===== src/rtl/core/lss_pkg.sv =====
// Shared types, constants and helpers of the literal substring search block.
`default_nettype none

package lss_pkg;

    localparam int MAX_NEEDLE = 32;
    localparam int NEEDLE_W   = 8 * MAX_NEEDLE;
    localparam int LEN_W      = 6;
    localparam int POS_W      = 13;
    localparam int LINE_W     = 16;
    localparam int CNT_W      = 16;
    localparam int CFG_IDX_W  = 3;
    localparam int CFG_DATA_W = 64;

    localparam logic [POS_W-1:0]  LINE_BYTES    = 13'd4096;
    localparam logic [LINE_W-1:0] LINE_CAP      = 16'hFFFF;
    localparam logic [CNT_W-1:0]  HIT_LIMIT_RST = 16'd1024;

    // configuration register indexes
    localparam logic [CFG_IDX_W-1:0] CFG_NEEDLE_0   = 3'd0;
    localparam logic [CFG_IDX_W-1:0] CFG_NEEDLE_1   = 3'd1;
    localparam logic [CFG_IDX_W-1:0] CFG_NEEDLE_2   = 3'd2;
    localparam logic [CFG_IDX_W-1:0] CFG_NEEDLE_3   = 3'd3;
    localparam logic [CFG_IDX_W-1:0] CFG_NEEDLE_LEN = 3'd4;
    localparam logic [CFG_IDX_W-1:0] CFG_MATCH_CASE = 3'd5;
    localparam logic [CFG_IDX_W-1:0] CFG_HIT_LIMIT  = 3'd6;

    typedef struct packed {
        logic       start_search;
        logic       has_byte;
        logic [7:0] text_byte;
        logic       line_done;
    } t_in_word;

    typedef struct packed {
        logic [LINE_W-1:0] hit_line;
        logic [POS_W-1:0]  hit_begin;
        logic [POS_W-1:0]  hit_end;
        logic              limit_reached;
    } t_out_word;

    typedef struct packed {
        logic [NEEDLE_W-1:0] needle;
        logic [LEN_W-1:0]    needle_length;
        logic                match_case;
        logic [CNT_W-1:0]    hit_limit;
    } t_cfg;

    // ASCII fold to lower case unless exact matching is selected
    function automatic logic [7:0] fold(input logic [7:0] b, input logic exact);
        logic [7:0] r;
        r = b;
        if (!exact && b >= 8'h41 && b <= 8'h5A) begin
            r = b + 8'd32;
        end
        return r;
    endfunction

endpackage

`default_nettype wire


===== src/rtl/core/lss_cfg.sv =====
// Configuration register file: needle, length, case mode and hit limit.
`default_nettype none

module lss_cfg (
    input  wire logic                             i_clk,
    input  wire logic                             i_rst_n,
    input  wire logic                             i_wr,
    input  wire logic [lss_pkg::CFG_IDX_W-1:0]    i_idx,
    input  wire logic [lss_pkg::CFG_DATA_W-1:0]   i_data,
    output lss_pkg::t_cfg                         o_cfg
);

    lss_pkg::t_cfg r_cfg;

    always_ff @(posedge i_clk) begin
        if (!i_rst_n) begin
            r_cfg.needle        <= '0;
            r_cfg.needle_length <= '0;
            r_cfg.match_case    <= 1'b1;
            r_cfg.hit_limit     <= lss_pkg::HIT_LIMIT_RST;
        end else if (i_wr) begin
            case (i_idx)
                lss_pkg::CFG_NEEDLE_0:   r_cfg.needle[0*64 +: 64] <= i_data;
                lss_pkg::CFG_NEEDLE_1:   r_cfg.needle[1*64 +: 64] <= i_data;
                lss_pkg::CFG_NEEDLE_2:   r_cfg.needle[2*64 +: 64] <= i_data;
                lss_pkg::CFG_NEEDLE_3:   r_cfg.needle[3*64 +: 64] <= i_data;
                lss_pkg::CFG_NEEDLE_LEN: r_cfg.needle_length <= i_data[lss_pkg::LEN_W-1:0];
                lss_pkg::CFG_MATCH_CASE: r_cfg.match_case <= i_data[0];
                lss_pkg::CFG_HIT_LIMIT:  r_cfg.hit_limit <= i_data[lss_pkg::CNT_W-1:0];
                default: begin
                end
            endcase
        end
    end

    assign o_cfg = r_cfg;

endmodule

`default_nettype wire


===== src/rtl/core/lss_match.sv =====
// Byte window, state and parallel needle compare, one word per cycle on i_adv.
`default_nettype none

module lss_match (
    input  wire logic              i_clk,
    input  wire logic              i_rst_n,
    input  wire logic              i_adv,
    input  lss_pkg::t_in_word      i_word,
    input  lss_pkg::t_cfg          i_cfg,
    output logic                   o_hit,
    output lss_pkg::t_out_word     o_res
);

    localparam int N = lss_pkg::MAX_NEEDLE;

    logic [7:0]                  r_win [N];
    logic [lss_pkg::POS_W-1:0]   r_pos;
    logic [lss_pkg::POS_W-1:0]   r_nas;
    logic [lss_pkg::LINE_W-1:0]  r_line;
    logic [lss_pkg::CNT_W-1:0]   r_hits;

    logic [7:0]                  cur_win [N];
    logic [7:0]                  new_win [N];
    logic [7:0]                  n_win   [N];
    logic [lss_pkg::POS_W-1:0]   cur_pos, cur_nas, pos_inc, len_ext, hit_begin;
    logic [lss_pkg::POS_W-1:0]   n_pos, n_nas;
    logic [lss_pkg::LINE_W-1:0]  cur_line, n_line;
    logic [lss_pkg::CNT_W-1:0]   cur_hits, hits_inc, n_hits;
    logic [lss_pkg::NEEDLE_W-1:0] rev, pat;
    logic [lss_pkg::LEN_W-1:0]   shamt;
    logic [N-1:0]                eq;
    logic                        take, len_ok, hit;

    // needle reversed so that byte 0 of the aligned pattern is the last needle byte
    always_comb begin
        for (int j = 0; j < N; j++) begin
            rev[8*j +: 8] = lss_pkg::fold(i_cfg.needle[8*(N-1-j) +: 8], i_cfg.match_case);
        end
        shamt = lss_pkg::LEN_W'(N) - i_cfg.needle_length;
        pat   = rev >> {shamt, 3'b000};
    end

    always_comb begin
        for (int j = 0; j < N; j++) begin
            cur_win[j] = i_word.start_search ? 8'h00 : r_win[j];
        end
        cur_pos  = i_word.start_search ? '0 : r_pos;
        cur_nas  = i_word.start_search ? '0 : r_nas;
        cur_line = i_word.start_search ? '0 : r_line;
        cur_hits = i_word.start_search ? '0 : r_hits;

        take    = i_word.has_byte && (cur_pos < lss_pkg::LINE_BYTES);
        pos_inc = cur_pos + 1'b1;

        new_win[0] = lss_pkg::fold(i_word.text_byte, i_cfg.match_case);
        for (int j = 1; j < N; j++) begin
            new_win[j] = cur_win[j-1];
        end

        for (int j = 0; j < N; j++) begin
            eq[j] = (lss_pkg::LEN_W'(j) >= i_cfg.needle_length)
                    || (new_win[j] == pat[8*j +: 8]);
        end

        len_ext   = {{(lss_pkg::POS_W-lss_pkg::LEN_W){1'b0}}, i_cfg.needle_length};
        hit_begin = pos_inc - len_ext;
        len_ok    = (i_cfg.needle_length != '0)
                    && (i_cfg.needle_length <= lss_pkg::LEN_W'(N));
        hit       = take && len_ok && (pos_inc >= len_ext) && (hit_begin >= cur_nas)
                    && (cur_hits < i_cfg.hit_limit) && (&eq);
        hits_inc  = cur_hits + 1'b1;

        for (int j = 0; j < N; j++) begin
            n_win[j] = take ? new_win[j] : cur_win[j];
        end
        n_pos  = take ? pos_inc : cur_pos;
        n_nas  = hit ? pos_inc : cur_nas;
        n_hits = hit ? hits_inc : cur_hits;
        n_line = cur_line;
        if (i_word.line_done) begin
            n_pos = '0;
            n_nas = '0;
            if (cur_line != lss_pkg::LINE_CAP) begin
                n_line = cur_line + 1'b1;
            end
        end

        o_hit                = hit;
        o_res.hit_line       = cur_line;
        o_res.hit_begin      = hit_begin;
        o_res.hit_end        = pos_inc;
        o_res.limit_reached  = (hits_inc == i_cfg.hit_limit);
    end

    always_ff @(posedge i_clk) begin
        if (!i_rst_n) begin
            for (int j = 0; j < N; j++) begin
                r_win[j] <= 8'h00;
            end
            r_pos  <= '0;
            r_nas  <= '0;
            r_line <= '0;
            r_hits <= '0;
        end else if (i_adv) begin
            for (int j = 0; j < N; j++) begin
                r_win[j] <= n_win[j];
            end
            r_pos  <= n_pos;
            r_nas  <= n_nas;
            r_line <= n_line;
            r_hits <= n_hits;
        end
    end

endmodule

`default_nettype wire


===== src/rtl/core/literal_substring_search.sv =====
// Top level: streaming literal substring search with input and result registers.
//
//  channel | valid       | ready       | word / data
//  --------+-------------+-------------+------------------------------------
//  text in | i_in_valid  | o_in_ready  | i_in_word  (lss_pkg::t_in_word)
//  hits    | o_out_valid | i_out_ready | o_out_word (lss_pkg::t_out_word)
//  config  | i_cfg_valid | o_cfg_ready | i_cfg_index, i_cfg_data (64 bit)
//
// One word per cycle unless a hit stalls: compare and state update run straight off
// the input register, and a hit goes from there into the result register.
// Reset (synchronous, active low) clears window, counters and both stage valids
// and loads the register defaults (match_case 1, hit_limit 1024).
// A hit waiting on i_out_ready holds the compare stage; the input register
// still takes one more word, then o_in_ready stays low until the hit drains.
`default_nettype none

module literal_substring_search (
    input  wire logic                           i_clk,
    input  wire logic                           i_rst_n,

    input  wire logic                           i_in_valid,
    output logic                                o_in_ready,
    input  lss_pkg::t_in_word                   i_in_word,

    output logic                                o_out_valid,
    input  wire logic                           i_out_ready,
    output lss_pkg::t_out_word                  o_out_word,

    input  wire logic                           i_cfg_valid,
    output logic                                o_cfg_ready,
    input  wire logic [lss_pkg::CFG_IDX_W-1:0]  i_cfg_index,
    input  wire logic [lss_pkg::CFG_DATA_W-1:0] i_cfg_data
);

    lss_pkg::t_cfg      cfg;
    lss_pkg::t_in_word  r_in;
    logic               r_in_vld;
    lss_pkg::t_out_word r_out;
    logic               r_out_vld;
    lss_pkg::t_out_word res;
    logic               hit;
    logic               adv;

    // register writes never stall
    assign o_cfg_ready = 1'b1;

    lss_cfg u_cfg (
        .i_clk   (i_clk),
        .i_rst_n (i_rst_n),
        .i_wr    (i_cfg_valid),
        .i_idx   (i_cfg_index),
        .i_data  (i_cfg_data),
        .o_cfg   (cfg)
    );

    // compare stage moves when the result register is free or draining
    assign adv        = r_in_vld && (!r_out_vld || i_out_ready);
    assign o_in_ready = !r_in_vld || adv;

    lss_match u_match (
        .i_clk   (i_clk),
        .i_rst_n (i_rst_n),
        .i_adv   (adv),
        .i_word  (r_in),
        .i_cfg   (cfg),
        .o_hit   (hit),
        .o_res   (res)
    );

    // input register
    always_ff @(posedge i_clk) begin
        if (!i_rst_n) begin
            r_in_vld <= 1'b0;
        end else if (i_in_valid && o_in_ready) begin
            r_in_vld <= 1'b1;
        end else if (adv) begin
            r_in_vld <= 1'b0;
        end
    end

    always_ff @(posedge i_clk) begin
        if (i_in_valid && o_in_ready) begin
            r_in <= i_in_word;
        end
    end

    // result register
    always_ff @(posedge i_clk) begin
        if (!i_rst_n) begin
            r_out_vld <= 1'b0;
        end else if (adv) begin
            r_out_vld <= hit;
        end else if (i_out_ready) begin
            r_out_vld <= 1'b0;
        end
    end

    always_ff @(posedge i_clk) begin
        if (adv && hit) begin
            r_out <= res;
        end
    end

    assign o_out_valid = r_out_vld;
    assign o_out_word  = r_out;

endmodule

`default_nettype wire


===== config.mk =====
export PLATFORM = sky130hd
export DESIGN_NAME = literal_substring_search
export DESIGN_NICKNAME = d
export VERILOG_FILES = /design/src/rtl/core/lss_pkg.sv /design/src/rtl/core/lss_cfg.sv /design/src/rtl/core/lss_match.sv /design/src/rtl/core/literal_substring_search.sv
export SDC_FILE = /design/constraint.sdc
export NUM_CORES = 2
export LEC_CHECK = 0
export BUFFER_PORTS_ARGS = -buffer_cell sky130_fd_sc_hd__buf_2
export CAP_MARGIN = 20
export CORE_MARGIN = 2
export CORE_UTILIZATION = 40
export DETAILED_ROUTE_END_ITERATION = 8
export MAX_ROUTING_LAYER = met4
export SLEW_MARGIN = 10
export SYNTH_ARGS = -nofsm -noshare
export SYNTH_HDL_FRONTEND = slang
export SYNTH_HIERARCHICAL = 1
export SYNTH_SLANG_ARGS = --single-unit

===== constraint.sdc =====
create_clock -name i_clk -period 16.4 [get_ports i_clk]
set_input_delay 3.28 -clock i_clk [delete_from_list [all_inputs] [get_ports i_clk]]
set_output_delay 3.28 -clock i_clk [all_outputs]
set_load 0.02 [all_outputs]

== After elaboration in Yosys (flattened, before gate mapping) ==
Memory sizes are Yosys's and may differ from the RTL's.
Cells that the tools add are included.

* Equality and inequality tests: 41
* Reduce and logical (&&, ||, !) cells: 126
* Bitwise gates (word level): 32
* Multiply operators: 0
* Shifts and indexed selects: 1
* Order comparisons: 103
* Div/mod/pow operators: 0
* $add $sub $neg: 38
* Mux-type cells: 148

{| class="wikitable"
|+ Operator list
! kind !! count
|-
| $mux 8 || 129
|-
| $add 8x6->8 const B || 33
|-
| $ge 8x7->1 const B || 33
|-
| $le 8x7->1 const B || 33
|-
| $eq 8x8->1 || 32
|-
| $shr 256x9->256 || 1
|-
| $ge 5x6->1 const A || 16
|-
| $mux 16 || 5
|-
| $mux 13 || 6
|-
| $logic_and 1x1->1 || 76
|-
| $ge 4x6->1 const A || 8
|-
| $logic_or 1x1->1 || 34
|-
| $add 16x1->16 const B || 2
|-
| $or 1x1->1 || 32
|-
| $reduce_and 32->1 || 1
|-
| $ge 3x6->1 const A || 4
|-
| $eq 16x16->1 || 1
|-
| $lt 16x16->1 || 1
|-
| $ne 16x16->1 const B || 1
|-
| $reduce_and 2->1 || 8
|-
| $add 13x1->13 const B || 1
|-
| $ge 13x13->1 || 1
|-
| $ge 13x6->1 || 1
|-
| $lt 13x13->1 const B || 1
|-
| other kinds (14) || 29
|}

* Input port bits: 83
* Bits in read-only memories: 0
* Bits in latches: 0
* Memory bits (writable): 256
* Flip-flop bits (word level): 393
* Memories kept: 1

{| class="wikitable"
|+ Memory list
! name !! depth !! bits a word !! read ports !! clocked after Yosys merged registers in !! write ports !! line !! source
|-
| u_match.r_win || 32 || 8 || 31 || 0 || 32 || lss_match.sv:16 || <nowiki>logic [7:0] r_win [N];</nowiki>
|}

== Depth between registers and ports, before layout ==
* Word-level depth: 11
* Gate-level depth with buffers: 32

== Modules after synthesis ==
Netlist, hierarchy kept.

{| class="wikitable"
|+ Modules (own cells, without submodules)
! module !! sequential area each (um^2) !! area an instance (um^2) !! cells each !! instances
|-
| lss_match || 8,608.3 || 39,585.5 || 5,034 || 1
|-
| lss_cfg || 5,585.4 || 10,318.6 || 979 || 1
|-
| literal_substring_search || 1,661.6 || 1,745.4 || 69 || 1
|}

== Worst setup path before layout ==
No wires, ideal clock.

* Kind: in2reg
* From: input port i_out_ready
* To: register u_match/r_pos[10] (netlist bit)
* Data arrival time: 9.967 ns
* Stages: 6
* Data required time: 16.274 ns
* Setup slack: 6.307 ns
* Setup time: 0.126 ns
* Cell sequence: nand2b_4 -> and2_1 -> nor2b_1 -> inv_1 -> o21ai_1 -> a22o_1

* Longest elaborated chain between the ends: 2

{| class="wikitable"
|+ RTL lines
! element !! line !! source
|-
| start: declaration || literal_substring_search.sv:26 || <nowiki>input wire logic i_out_ready,</nowiki>
|-
| $logic_or 1x1->1 || literal_substring_search.sv:57 || <nowiki>assign adv = r_in_vld && (!r_out_vld || i_out_ready);</nowiki>
|-
| $logic_and 1x1->1 || literal_substring_search.sv:57 ||
|-
| named net adv || literal_substring_search.sv:42 || <nowiki>logic adv;</nowiki>
|-
| end signal: assignment || lss_match.sv:108 || <nowiki>r_pos <= n_pos;</nowiki>
|-
| end: declaration || lss_match.sv:17 || <nowiki>logic [lss_pkg::POS_W-1:0] r_pos;</nowiki>
|}

The timed path passes the listed nets, and every way through them passes these cells.
A chain may end at the register's enable or synchronous reset.

== Final worst setup path ==
* From: register u_cfg.r_cfg, in the netlist u_cfg/o_cfg[17]
* To: register r_out, in the netlist o_out_word[24], enable pin

* Longest elaborated chain between the ends: 8

{| class="wikitable"
|+ RTL lines
! element !! line !! source
|-
| start: declaration || lss_cfg.sv:13 || <nowiki>lss_pkg::t_cfg r_cfg;</nowiki>
|-
| parallel branches: the longest is 6 deep, another holds $sub 6x6->6 || - ||
|-
| $logic_and 1x1->1 * || lss_match.sv:70 || <nowiki>&& (cur_hits < i_cfg.hit_limit) && (&eq);</nowiki>
|-
| named net hit || literal_substring_search.sv:41 || <nowiki>logic hit;</nowiki>
|-
| $logic_and 1x1->1 * || literal_substring_search.sv:99 || <nowiki>if (adv && hit) begin</nowiki>
|-
| end signal: assignment || literal_substring_search.sv:100 || <nowiki>r_out <= res;</nowiki>
|-
| end: declaration || literal_substring_search.sv:38 || <nowiki>lss_pkg::t_out_word r_out;</nowiki>
|}

Mark *: on every way through the listed nets, which the timed path passes.

==> flow_results.xml <==
<?xml version="1.0" encoding="UTF-8"?>
<metrics>
  <group name="yosys">
    <metric name="ffs_latches_synth" unit="">641</metric>
    <metric name="syn-mean-instance-area" unit="um2">8.49</metric>
    <metric name="number_of_warnings_reported_in_the_yosys_synthesis_log" unit="">6</metric>
    <metric name="netlist-cell-type-count" unit="">100</metric>
    <metric name="post_synth_top_area_share" unit="%">17.6</metric>
    <metric name="synthDominantAreaCellType" unit="">sky130_fd_sc_hd__edfxtp_1</metric>
    <metric name="synth-edff-count" unit="">302</metric>
    <metric name="syn_nets" unit="">6240</metric>
    <metric name="netlist_area" unit="um2">51600</metric>
    <metric name="syn_inst" unit="">6082</metric>
    <metric name="yosys-top-cells-area" unit="">sky130_fd_sc_hd__edfxtp_1 (18%), sky130_fd_sc_hd__dfxtp_1 (13%), sky130_fd_sc_hd__nand2_1 (9.0%)</metric>
    <metric name="fraction_of_the_yosys_area_taken_by_sequential_cells" unit="%">30.7</metric>
    <metric name="async_flop_share" unit="%">0</metric>
    <metric name="ys_dominant_reg_cell" unit="">sky130_fd_sc_hd__dfxtp_1</metric>
    <metric name="synth_top_cells_by_count" unit="">sky130_fd_sc_hd__nand2_1 (1244), sky130_fd_sc_hd__a21oi_1 (463), sky130_fd_sc_hd__mux2i_1 (411)</metric>
    <metric name="synthMostInstantiatedCell" unit="">sky130_fd_sc_hd__nand2_1</metric>
  </group>
  <group name="cts">
    <metric name="cts_inserted_buffers" unit="">76</metric>
    <metric name="tritoncts" unit="">built</metric>
    <metric name="path_clk_slew" unit="ps">70</metric>
    <metric name="htreeDepth" unit="">3</metric>
    <metric name="clock-sinks" unit="">641</metric>
    <metric name="cts.hold.buffers_added" unit="">0</metric>
    <metric name="clkLatencyLatePin" unit="ps">740</metric>
    <metric name="post-cts-setup-buffer-count" unit="">0</metric>
    <metric name="cts-root-buf" unit="">sky130_fd_sc_hd__clkbuf_16</metric>
    <metric name="cts_buffer_depth" unit="">3</metric>
    <metric name="post_cts_sizing" unit="">0</metric>
  </group>
  <group name="drt">
    <metric name="route.detailed.wl_per_inst" unit="um">35.3</metric>
    <metric name="route.vias.total" unit="">53345</metric>
    <metric name="drt-total-wl" unit="mm">273</metric>
    <metric name="routed_via_density" unit="">6.90</metric>
    <metric name="drt_drc_violations_left" unit="">0</metric>
    <metric name="routed_antenna_nets" unit="">0</metric>
    <metric name="detailedRoute.firstIterationViolations" unit="">8388</metric>
    <metric name="drt-pass1-iter-count" unit="">8</metric>
  </group>
  <group name="finish">
    <metric name="instances_no_fill" unit="">7736</metric>
    <metric name="final_nets" unit="">6153</metric>
    <metric name="area_growth" unit="%">9.00</metric>
    <metric name="final_layout_size_suffix_gt1_share" unit="%">13.0</metric>
  </group>
  <group name="worst_setup_path">
    <metric name="crit_family" unit="">compound AO/OA/AOI/OAI gates</metric>
    <metric name="regToRegSetupSlack" unit="ps">7170</metric>
    <metric name="cpPeakStageDelay" unit="ps">1040</metric>
    <metric name="critical_path_buf_inv_count" unit="">4</metric>
    <metric name="endpoint_kind" unit="">flip-flop</metric>
    <metric name="cp-start-kind" unit="">flip-flop</metric>
    <metric name="rr_startpoint" unit="">u_cfg/o_cfg[17]</metric>
    <metric name="timing_worst_setup_path_type" unit="">reg -&gt; reg</metric>
    <metric name="cp_cell_sequence" unit="">inv_4, ha_4, buf_12, mux4_2, mux4_2, nand2_1, a21o_1, xnor2_1, o41ai_1, o311ai_0, a2111oi_0, a21oi_1, a2111oi_4, nand3_2, nor3_4, buf_4, nand2_1, nor2_4, buf_16</metric>
    <metric name="worstPathRequired" unit="ps">16800</metric>
    <metric name="reg2reg_capture_point" unit="">o_out_word[24]</metric>
    <metric name="reg2regPathDepth" unit="">19</metric>
    <metric name="launch_point_of_the_critical_path" unit="">u_cfg/o_cfg[17]</metric>
    <metric name="cp.arrival" unit="ps">9630</metric>
    <metric name="worst_path_max_delay_cell" unit="">sky130_fd_sc_hd__a2111oi_0</metric>
    <metric name="cp_max_fo" unit="">158</metric>
  </group>
  <group name="timing">
    <metric name="clock-skew-final" unit="ps">41.3</metric>
    <metric name="period_needed" unit="ps">9230</metric>
    <metric name="timing_max_transition_violations_final" unit="">0</metric>
    <metric name="timing.final.hold_violations" unit="">0</metric>
    <metric name="max_clock_freq" unit="MHz">108</metric>
    <metric name="worst-slew-pin-transition" unit="ps">1270</metric>
    <metric name="period_utilization" unit="%">56.3</metric>
    <metric name="setup_viol" unit="">0</metric>
    <metric name="tns" unit="ps">0</metric>
    <metric name="grt_setup_unrepaired" unit="">false</metric>
    <metric name="max-slew-margin-rel" unit="%">15.5</metric>
  </group>
  <group name="grt">
    <metric name="antenna_found_initial" unit="">26</metric>
    <metric name="global_route.usage.met2" unit="%">59.7</metric>
    <metric name="grt_start_max_net_pins" unit="">171</metric>
    <metric name="grt_usage" unit="%">41.3</metric>
    <metric name="grt_pass1_vias" unit="">48048</metric>
    <metric name="grt_pass1_wl" unit="mm">376</metric>
    <metric name="grt.met3_usage" unit="%">11.3</metric>
    <metric name="most_heavily_used_metal_layer_in_global_routing" unit="">met2</metric>
    <metric name="use_met1" unit="%">49.9</metric>
    <metric name="globalRoute.totalOverflow" unit="">0</metric>
  </group>
  <group name="pwr">
    <metric name="power.density" unit="nW/um2">78.2</metric>
    <metric name="seq_power_share" unit="%">42.1</metric>
    <metric name="pwr-share-comb" unit="%">18.8</metric>
    <metric name="p_int" unit="mW">2.95</metric>
    <metric name="worst_ir_drop_vdd" unit="mV">0.0748</metric>
    <metric name="power.static_leakage" unit="nW">20.7</metric>
    <metric name="power.switching" unit="mW">1.45</metric>
    <metric name="netSwitchingFraction" unit="%">32.9</metric>
    <metric name="clockPowerShare" unit="%">39.1</metric>
  </group>
  <group name="floorplan">
    <metric name="standard_cell_core_area" unit="um2">128000</metric>
    <metric name="die_area" unit="um2">132000</metric>
    <metric name="die_h" unit="um">363</metric>
    <metric name="die_w" unit="um">363</metric>
    <metric name="core.rowCount" unit="">131</metric>
    <metric name="design.portCount" unit="">129</metric>
    <metric name="initial_utilization" unit="%">40.4</metric>
  </group>
  <group name="hold_path">
    <metric name="worstHoldStart" unit="">u_cfg/o_cfg[5]</metric>
    <metric name="min-delay-path-class" unit="">reg -&gt; reg</metric>
    <metric name="worst_hold_path.num_cells" unit="">2</metric>
    <metric name="min_to" unit="">u_cfg/o_cfg[5]</metric>
  </group>
  <group name="place">
    <metric name="numPlacedInstances" unit="">7572</metric>
    <metric name="globalplace.congestion" unit="">1.13</metric>
    <metric name="numPortBuffers" unit="">127</metric>
    <metric name="dp.final_hpwl" unit="mm">205</metric>
  </group>
  <group name="run">
    <metric name="drv_cap" unit="">0</metric>
  </group>
  <group name="run_status">
    <metric name="run_status" unit="">complete, no violations</metric>
  </group>
</metrics>
cell type report:
type                            instances  area, um2
Clock buffer                          101       2110
Tap cell                             1662       2080
Antenna cell                           21       52.6
Inverter                              110        425
Clock inverter                         35        365
Multi-Input combinational cell       4893      33500
Sequential cell                       641      15900
Fill cell                           12679      71500
Timing Repair Buffer                  273       1860
metrics by stage:
stage	power, mW	hold slack [ps]	util (%)	setup WS, ps	cell area [um2]
global placement	2.66	446	42.0	7380	53700
detailed placement	2.66	449	42.0	7340	53700
finish	4.40	457	44.0	7170	56300
floorplan	2.31	425	-	6310	51600
CTS	4.37	461	43.9	7270	56200
global route	4.50	487	44.0	7110	56300
worst max path at each step:
stage	to	slack (ps)	depth (start not counted)
final	o_out_word[24]	7170	19
after global placement	o_out_word[26]	7380	18
after floorplan	u_match/r_pos[10]	6310	6
after detailed placement	o_out_word[26]	7340	18
after CTS	o_out_word[24]	7270	18
after global routing	o_out_word[24]	7110	19
power by group through the flow:
| stage | sequential (mW) | combinational [mW] | clock [mW] |
|---|---|---|---|
| 2_1_floorplan | 1.82 | 0.482 | 0 |
| 3_3_place_gp | 1.88 | 0.777 | 0 |
| 3_5_place_dp | 1.88 | 0.779 | 0 |
| 4_1_cts | 1.85 | 0.782 | 1.74 |
| 5_1_grt | 1.85 | 0.845 | 1.80 |
| 6_report | 1.85 | 0.826 | 1.72 |
worst reg2reg max path: stages, from the launching register on:
cell and delay (ps):
sky130_fd_sc_hd__dfxtp_4 690, sky130_fd_sc_hd__inv_4 390, sky130_fd_sc_hd__ha_4 800, sky130_fd_sc_hd__buf_12 640, sky130_fd_sc_hd__mux4_2 680, sky130_fd_sc_hd__mux4_2 560
sky130_fd_sc_hd__nand2_1 100, sky130_fd_sc_hd__a21o_1 180, sky130_fd_sc_hd__xnor2_1 80, sky130_fd_sc_hd__o41ai_1 800, sky130_fd_sc_hd__o311ai_0 540, sky130_fd_sc_hd__a2111oi_0 1040
sky130_fd_sc_hd__a21oi_1 270, sky130_fd_sc_hd__a2111oi_4 410, sky130_fd_sc_hd__nand3_2 230, sky130_fd_sc_hd__nor3_4 220, sky130_fd_sc_hd__buf_4 390, sky130_fd_sc_hd__nand2_1 200
sky130_fd_sc_hd__nor2_4 440, sky130_fd_sc_hd__buf_16 240
cell usage in the layout (no fill, tap or decap), drive strengths merged, types with 39 or more instances in the layout:
| cell | Yosys | final |
|---|---|---|
| nand2 | 1244 | 1244 |
| a21oi | 463 | 463 |
| mux2i | 411 | 411 |
| nor2 | 375 | 375 |
| dfxtp | 339 | 339 |
| edfxtp | 302 | 302 |
| buf | 201 | 272 |
| o21ai | 246 | 246 |
| mux4 | 178 | 178 |
| nand3 | 171 | 171 |
| xnor2 | 130 | 130 |
| inv | 107 | 113 |
| mux2 | 110 | 110 |
| nor2b | 109 | 109 |
| clkbuf | 237 | 101 |
| o22ai | 88 | 88 |
| o211ai | 78 | 78 |
| ha | 74 | 74 |
| nor3 | 70 | 70 |
| a31oi | 63 | 63 |
| a22oi | 63 | 63 |
| a211oi | 58 | 58 |
| nand4 | 52 | 52 |
| xor2 | 49 | 49 |
| and3 | 44 | 44 |
| nor4 | 44 | 44 |
| and2 | 41 | 41 |
| nor4b | 39 | 39 |
flip-flops by register name, summed over array words and instances (netlist names):
register and flops:
u_cfg/o_cfg 279, u_match/r_hits 16, r_in 11, o_out_word 43
u_match/r_line 16, u_match/r_nas 13, o_out_valid 1, u_match/r_pos 13
u_match/r_win 248, r_in_vld 1
metal layers:
| layer | vias up | share of wire, % | wire length [um] |
|---|---|---|---|
| li1 | 22644 | - | - |
| met1 | 26005 | 37 | 102000 |
| met5 | - | 0 | 0 |
| met2 | 3752 | 42 | 115000 |
| met4 | 0 | 8.7 | 23900 |
| met3 | 944 | 12 | 32300 |
cell families after synthesis:
logic type	count (synthesis)	synth area share, %
other	1	0.00726
AOI/OAI and AO/OA	1551	20.1
adders and majority gates	75	1.83
muxes	699	18.1
xor gates and xnor gates	179	3.04
and+or+nand+nor	2388	21.4
DFF	641	30.7
buffers and inverters	548	4.86
Power figures use the tool's default switching activity.
